==> config.mk <==
export PLATFORM = sky130hd
export DESIGN_NAME = skm_ram
export DESIGN_NICKNAME = d
export VERILOG_FILES = /design/src/design/skm_ram.sv
export SDC_FILE = /design/constraint.sdc
export NUM_CORES = 1
export LEC_CHECK = 0
export BUFFER_PORTS_ARGS = -buffer_cell sky130_fd_sc_hd__buf_2
export CORE_AREA = 2 2 118 97
export CTS_CLUSTER_DIAMETER = 40
export DETAILED_ROUTE_END_ITERATION = 10
export DIE_AREA = 0 0 120 99
export HOLD_SLACK_MARGIN = 0.06
export PLACE_DENSITY_LB_ADDON = 0.05
export SLEW_MARGIN = 40
export SYNTH_ARGS = -nofsm -noshare
export SYNTH_HDL_FRONTEND = slang
export SYNTH_SLANG_ARGS = --single-unit
==> constraint.sdc <==
create_clock -name i_clk -period 4.06 [get_ports i_clk]
set_clock_uncertainty 0.15 [all_clocks]
set_input_delay 0.203 -clock i_clk [delete_from_list [all_inputs] [get_ports i_clk]]
set_output_delay 0.203 -clock i_clk [all_outputs]
set_load 0.005 [all_outputs]
==> src/design/skm_ram.sv <==
// ----------------------------------------------------------------------------
// skm_ram
// Generic single-write, single-read RAM with registered read data.
// ----------------------------------------------------------------------------
`default_nettype none

module skm_ram #(
    parameter int WIDTH = 8,
    parameter int DEPTH = 16
) (
    input  wire logic                     i_clk,
    input  wire logic                     i_wr_en,
    input  wire logic [$clog2(DEPTH)-1:0] i_wr_addr,
    input  wire logic [WIDTH-1:0]         i_wr_data,
    input  wire logic                     i_rd_en,
    input  wire logic [$clog2(DEPTH)-1:0] i_rd_addr,
    output logic      [WIDTH-1:0]         o_rd_data
);

    logic [WIDTH-1:0] r_mem [DEPTH];

    always_ff @(posedge i_clk) begin
        if (i_wr_en) begin
            r_mem[i_wr_addr] <= i_wr_data;
        end
        if (i_rd_en) begin
            o_rd_data <= r_mem[i_rd_addr];
        end
    end

endmodule

`default_nettype wire

* Word-level counts from Yosys, hierarchy flattened
Memories as Yosys holds them, arrays and structs flattened. A register that Yosys moved wholly into a read port is not among the register bits. Cells that the tools add are included.
Cells by class: magnitude comparators 0, eq/ne operators 0, div/mod/pow operators 0, reduce and logical (&&, ||, !) cells 0, shifts and indexed selects 0, mux-type cells 2, multipliers 0, bitwise operators 0, add/subtract/negate cells 0
Operator list (number):
- $mux W1 | 2
Word-level totals: memory bits (writable) 128, memory bits (read-only) 0, bits in latches 0, output and inout port bits 8, register bits 0, memories kept 1
Memory list:
- r_mem | words 16, width 8, read ports 1, clocked after Yosys merged registers in 1, wr ports 1, RTL line 20 | logic [WIDTH-1:0] r_mem [DEPTH];

* Logic depth before layout (Yosys ltp)
Gate-level depths: netlist of the first run.
depth in word-level cells 2, mapped depth 5

* Least setup slack after synthesis of the first run
Ideal clock, no wire load.
kind in2reg, from input port i_wr_addr[2], to memory r_mem[0][0], enable pin, data arrival time 1.313 ns, setup time 0.383 ns, path slack 2.214 ns, data required time 3.527 ns, path buffers 0, stages 2, cells stage by stage or3b_2 -> nor3_1
RTL lines:
- start: declaration | RTL line 13 | input wire logic [$clog2(DEPTH)-1:0] i_wr_addr,
- end: declaration | RTL line 20
No word-level cell before the write port.

* Worst setup path after layout of the first run
from input port i_wr_addr[0], to memory r_mem[2][1], enable pin
No word-level cell before the write port.

==> reports/qor.csv, run 1 <==
stage;metric;value;unit
placed_design;Place WS;1.89;ns
power;LEAKAGE;2.06;nW
floorplanning;CORE AREA;0.0107;sq mm
synth;top cell type's share of synthesized area;0.781;
clocking;H-tree depth;4;
timing;RSZ-0062 raised after global routing;no;
synth;Primary FF master, synth;edfxtp_1;
floorplanning;die footprint;0.0119;sq mm
timing;setup violators final;0;
detailed_routing;ANT nets after route;0;
timing;setup TNS;0;ns
cells_and_area;Synth-to-Final Area Change;18.5;%
placed_design;placed insts;393;
cells_and_area;non-filler cells, final;436;
power;Pwr Total;3.22;mW
synth;most common cell in the netlist;edfxtp_1;
timing;worst slew pin tran;0.803;ns
cells_and_area;multi-input combinational cell area;0.00109;sq mm
detailed_routing;vias per cell;5.58;
synth;number of synthesized register bits;136;
cells_and_area;layout cells sized above 1;0.295;
critical_path;worst setup path startpoint;i_wr_addr[0];
clocking;clk sinks;136;
critical_path;RR Startpoint;r_mem[5][0]$_DFFE_PP_;
critical_path;startpoint types;primary input;
cells_and_area;# fillers;797;
critical_path;Crit path required time;3.96;ns
global_route;Remaining Overflow, GRT;0;
global_route;first-pass GRT wire length;15300;microns
job;max_cap viols;0;
synth;Yosys top cell by area;edfxtp_1;
global_route;largest net degree at the start of global routing;33;
synth;sequential share of the synthesized area;0.781;
synth;net count after synthesis;248;
min_path;HP Start;i_wr_addr[1];
clocking;TritonCTS clock tree;yes;
timing;slack of the critical path;2.30;ns
detailed_routing;WL/cell;22.8;microns
placed_design;RePlAce Congestion;0.707;
synth;cell area after synthesis;0.00523;sq mm
outcome;status;completed;
floorplanning;Boundary Pins;27;
timing;crit path time final;1.76;ns
detailed_routing;DR pass1 iterations;4;
detailed_routing;drt first-iter violations;185;
synth;Post-synth EDFFs;136;
timing;final hold viol count;0;
cells_and_area;ant diodes;0;
clocking;Longest Clk Path Bufs;2;
cells_and_area;register area;0.00408;sq mm
clocking;Clk Latency, worst-skew pair;0.41;ns
global_route;initial antenna violation count;0;
critical_path;CP Capture Type;flip-flop;
timing;Max transition margin;0.463;
critical_path;CP arrival;1.65;ns
detailed_routing;DRC viols;0;
synth;yosys warns;0;
placed_design;Post-DP HPWL;6170;microns
power;Peak VDD IR;0.412;mV
min_path;worst hold path class;primary input to flip-flop;
placed_design;Port-buffer cells;26;
synth;synth top area cells;edfxtp_1, mux4_2, mux4_1;
cells_and_area;fin nets;298;
timing;Final Max Tran Viols;0;
clocking;CTS root buf;clkbuf_16;
global_route;Overall Global Routing Usage;0.187;
detailed_routing;routed vias;2434;
synth;cells after synthesis;229;
clocking;CTS buffer count;17;
detailed_routing;Routed Wire Length;9930;microns
timing;fmax;570;MHz
power;Power Density;520;mW/mm^2
timing;fin crit share;0.432;
synth;syn avg cell area;22.8;sq um
floorplanning;Die Y-Extent;99;microns
synth;ys async rst share;0;
floorplanning;starting density of the core;0.490;
critical_path;Worst Path Max Fanout;8;
global_route;vias in the first global route;2567;
clocking;post-CTS setup buffers;0;
floorplanning;die width;120;microns
synth;Yosys cell types;18;
floorplanning;Rows;34;
synth;synth cell count leaders;edfxtp_1, mux4_2, a22oi_1;
critical_path;CP Class;primary input to flip-flop;
clocking;Clk pin slew, worst setup/hold paths;0.06;ns
layout by cell type, fill, tap and decap left out, drive strengths merged:
master	netlist	layout
nand3	1	1
or3b	1	1
nand2	9	9
a22oi	16	16
mux4	32	32
nor3	4	4
clkinv	0	8
dlygate4sd3	0	11
nor2	13	13
and2b	1	1
clkinvlp	0	1
nand3b	2	2
buf	7	30
clkbuf	0	20
nand2b	2	2
bufinv	0	3
nor2b	1	1
and2	1	1
edfxtp	136	136
cells by family after synthesis:
family	after synthesis	share of synthesized area
buffers and inverters	10	0.0165
and+or+nand+nor	35	0.0314
DFF	136	0.781
AOI/OAI and AO/OA	16	0.0230
muxes	32	0.148
layer usage:
layer | wire [microns] | track usage
met3 | 557 | 0.0567
met4 | 124 | 0.0652
met5 | 0 | 0
met2 | 4700 | 0.274
met1 | 4550 | 0.270
critical path: stages:
cell,delay [ns]
dlygate4sd3_1,0.53
buf_2,0.16
nand2b_1,0.23
nor2_2,0.52
sequential cells by signal (all words and copies together) (netlist names):
| register | count |
|---|---|
| r_mem | 128 |
| o_rd_data | 8 |
power by group:
group / internal, mW / total [mW] / switching, mW / leakage, nW
registers: 1.58 / 1.59 / 0.00840 / 1.24
clock network: 0.950 / 1.48 / 0.533 / 0.277
logic: 0.0621 / 0.144 / 0.0823 / 0.542
stage by stage:
step                area (sq um)  hold slack [ns]  utilization
CTS                         6180            0.207        0.579
floorplan                   5230            0.152            -
detailed placement          5500            0.441        0.515
global placement            5480            0.442        0.513
global route                6190            0.220        0.580
finish                      6190            0.216        0.580
layout make-up:
class                      count  area share
clock buffer                  20      0.0705
clock inverter                12      0.0214
multi-input combinational     83       0.176
sequential                   136       0.659
tap                          144      0.0291
timing repair buffer          41      0.0440
worst paths after layout:
check                      endpoint  cells past startpoint  slack [ns]
min reg2reg  o_rd_data[2]$_DFFE_PP_                      3        0.61
min          r_mem[12][3]$_DFFE_PP_                      3        0.22
max           r_mem[2][1]$_DFFE_PP_                      4        2.30
max reg2reg  o_rd_data[0]$_DFFE_PP_                      3        2.41
repair_timing:
action,CTS,global route
resized for setup,0,0
hold buffers,11,0
endpoints found under the hold margin,123,0
(Power assumes the default switching activity.)
==> run 2, diff against run 1 <==
Clock period 4.06 ns to 1.5 ns, I/O delays scaled along.
==> run 2 against run 1 <==
Compared with the run above:
- the flow now finishes with violations (negative setup slack)
- utilization up 1.9 points
- critical path depth fell by 1
- largest power group unchanged
- design area up 3.2%
- non-clock buffer count increased by 21
- clock power grew to 2.8 times the previous value
- wire length is 6.1% higher
- worst hold slack got worse by 0.12 ns
==> reports/qor.csv, run 2 (same netlist as run 1, synthesis figures left out) <==
stage;metric;value;unit
cells_and_area;layout cells sized above 1;0.386;
critical_path;worst path cell trace;mux4_2, a22oi_2, nand2_1;
detailed_routing;routed vias;2507;
power;Peak VDD IR;1.05;mV
clocking;post-CTS setup buffers;0;
critical_path;Crit path required time;1.50;ns
detailed_routing;DR pass1 iterations;6;
timing;RSZ-0062 raised after global routing;yes;
critical_path;CP arrival;1.57;ns
global_route;Remaining Overflow, GRT;0;
floorplanning;die width;120;microns
timing;setup TNS;-0.271;ns
power;Power Density;1400;mW/mm^2
cells_and_area;Core Util, Final;0.599;
clocking;Clk pin slew, worst setup/hold paths;0.06;ns
detailed_routing;vias per cell;5.51;
outcome;status;finished, violations left;
placed_design;RePlAce Congestion;0.708;
cells_and_area;ant diodes;0;
cells_and_area;# fillers;778;
placed_design;Place WS;-0.318;ns
cells_and_area;register area;0.00408;sq mm
critical_path;Worst Path Max Fanout;1;
critical_path;Buf+Inv Stages, Crit Path;0;
cells_and_area;fin nets;319;
job;max_cap viols;0;
global_route;first-pass GRT wire length;15800;microns
critical_path;startpoint types;flip-flop;
floorplanning;Rows;34;
critical_path;CP Class;flip-flop to flip-flop;
timing;Max transition margin;0.413;
timing;final hold viol count;0;
min_path;worst hold path class;primary input to flip-flop;
cells_and_area;non-filler cells, final;455;
floorplanning;Boundary Pins;27;
power;LEAKAGE;2.14;nW
floorplanning;die footprint;0.0119;sq mm
global_route;largest net degree at the start of global routing;17;
placed_design;Port-buffer cells;26;
timing;Worst Hold Slack;0.0925;ns
timing;slack of the critical path;-0.0664;ns
cells_and_area;commonest non-fill, non-tap cells in the layout;edfxtp_1, mux4_2, buf_2;
cells_and_area;max FFs per register;128;
clocking;H-tree depth;4;
clocking;clk sinks;136;
clocking;TritonCTS clock tree;yes;
detailed_routing;Routed Wire Length;10500;microns
placed_design;placed cell area;0.00571;sq mm
cells_and_area;final instance area;0.00639;sq mm
floorplanning;starting density of the core;0.490;
clocking;Longest Clk Path Bufs;2;
timing;worst slew pin tran;0.877;ns
cells_and_area;biggest regs;r_mem (128), o_rd_data (8);
critical_path;CP Capture Type;flip-flop;
timing;setup violators final;8;
timing;fmax;638;MHz
detailed_routing;ANT nets after route;0;
placed_design;Post-DP HPWL;6720;microns
detailed_routing;DRC viols;0;
clocking;CTS root buf;clkbuf_16;
floorplanning;Die Y-Extent;99;microns
clocking;Clk Latency, worst-skew pair;0.41;ns
outcome;violated checks;negative setup slack;
detailed_routing;WL/cell;23.2;microns
clocking;CTS buffer count;17;
global_route;initial antenna violation count;0;
cells_and_area;Synth-to-Final Area Change;22.3;%
cells_and_area;multi-input combinational cell area;0.00106;sq mm
global_route;Overall Global Routing Usage;0.192;
placed_design;placed insts;416;
timing;crit path time final;1.57;ns
critical_path;Crit path largest cell delay;0.50;ns
critical_path;Top delay family on crit path;multiplexers;
power;Pwr Total;8.92;mW
cells_and_area;Most flops, register;r_mem;
detailed_routing;drt first-iter violations;216;
floorplanning;CORE AREA;0.0107;sq mm
cells_and_area;commonest non-fill, non-tap cell in the layout;edfxtp_1;
timing;Final Max Tran Viols;0;
global_route;vias in the first global route;2494;
timing;fin crit share;1.04;
critical_path;CP max-delay cell;mux4_2;
[run 2: cell type report]
| type | instances | share of cell area |
|---|---|---|
| Tap cell | 144 | 0.0282 |
| Clock buffer | 19 | 0.0677 |
| Multi-Input combinational cell | 83 | 0.167 |
| Timing Repair Buffer | 62 | 0.0740 |
| Clock inverter | 11 | 0.0245 |
| Sequential cell | 136 | 0.639 |
[run 2: path summary, 6_finish.rpt]
check / start / cells after the start / slack [ns] / endpoint
setup / recovery: r_mem[2][6]$_DFFE_PP_ / 3 / -0.07 / o_rd_data[6]$_DFFE_PP_
hold / removal: i_wr_addr[0] / 3 / 0.09 / r_mem[12][6]$_DFFE_PP_
setup reg to reg: r_mem[2][6]$_DFFE_PP_ / 3 / -0.07 / o_rd_data[6]$_DFFE_PP_
hold reg to reg: r_mem[6][7]$_DFFE_PP_ / 3 / 0.61 / o_rd_data[7]$_DFFE_PP_
[run 2: routing by layer]
| metal | global-route usage | part of all wire |
|---|---|---|
| met3 | 0.0475 | 0.054 |
| met2 | 0.280 | 0.46 |
| met1 | 0.286 | 0.47 |
| met5 | 0 | 0 |
| met4 | 0.0679 | 0.0086 |
[run 2: worst register-to-register path, cell delays in order (launching register included)]
cell and delay [ns]:
edfxtp_1 0.36, mux4_2 0.50, a22oi_2 0.21, nand2_1 0.09
[run 2: timing repair]
| item | 4_1_cts | 5_1_grt |
|---|---|---|
| gates resized for setup | 13 | 8 |
| pin swaps | 7 | 3 |
| setup endpoints to repair | 8 | 8 |
| hold buffers | 9 | 0 |
| endpoints found under the hold margin | 136 | 0 |
[run 2: report_power, final]
group	switching [mW]	total, mW	internal, mW
Sequential	0.0245	4.31	4.29
Combinational	0.247	0.461	0.214
Clock	1.41	4.15	2.73
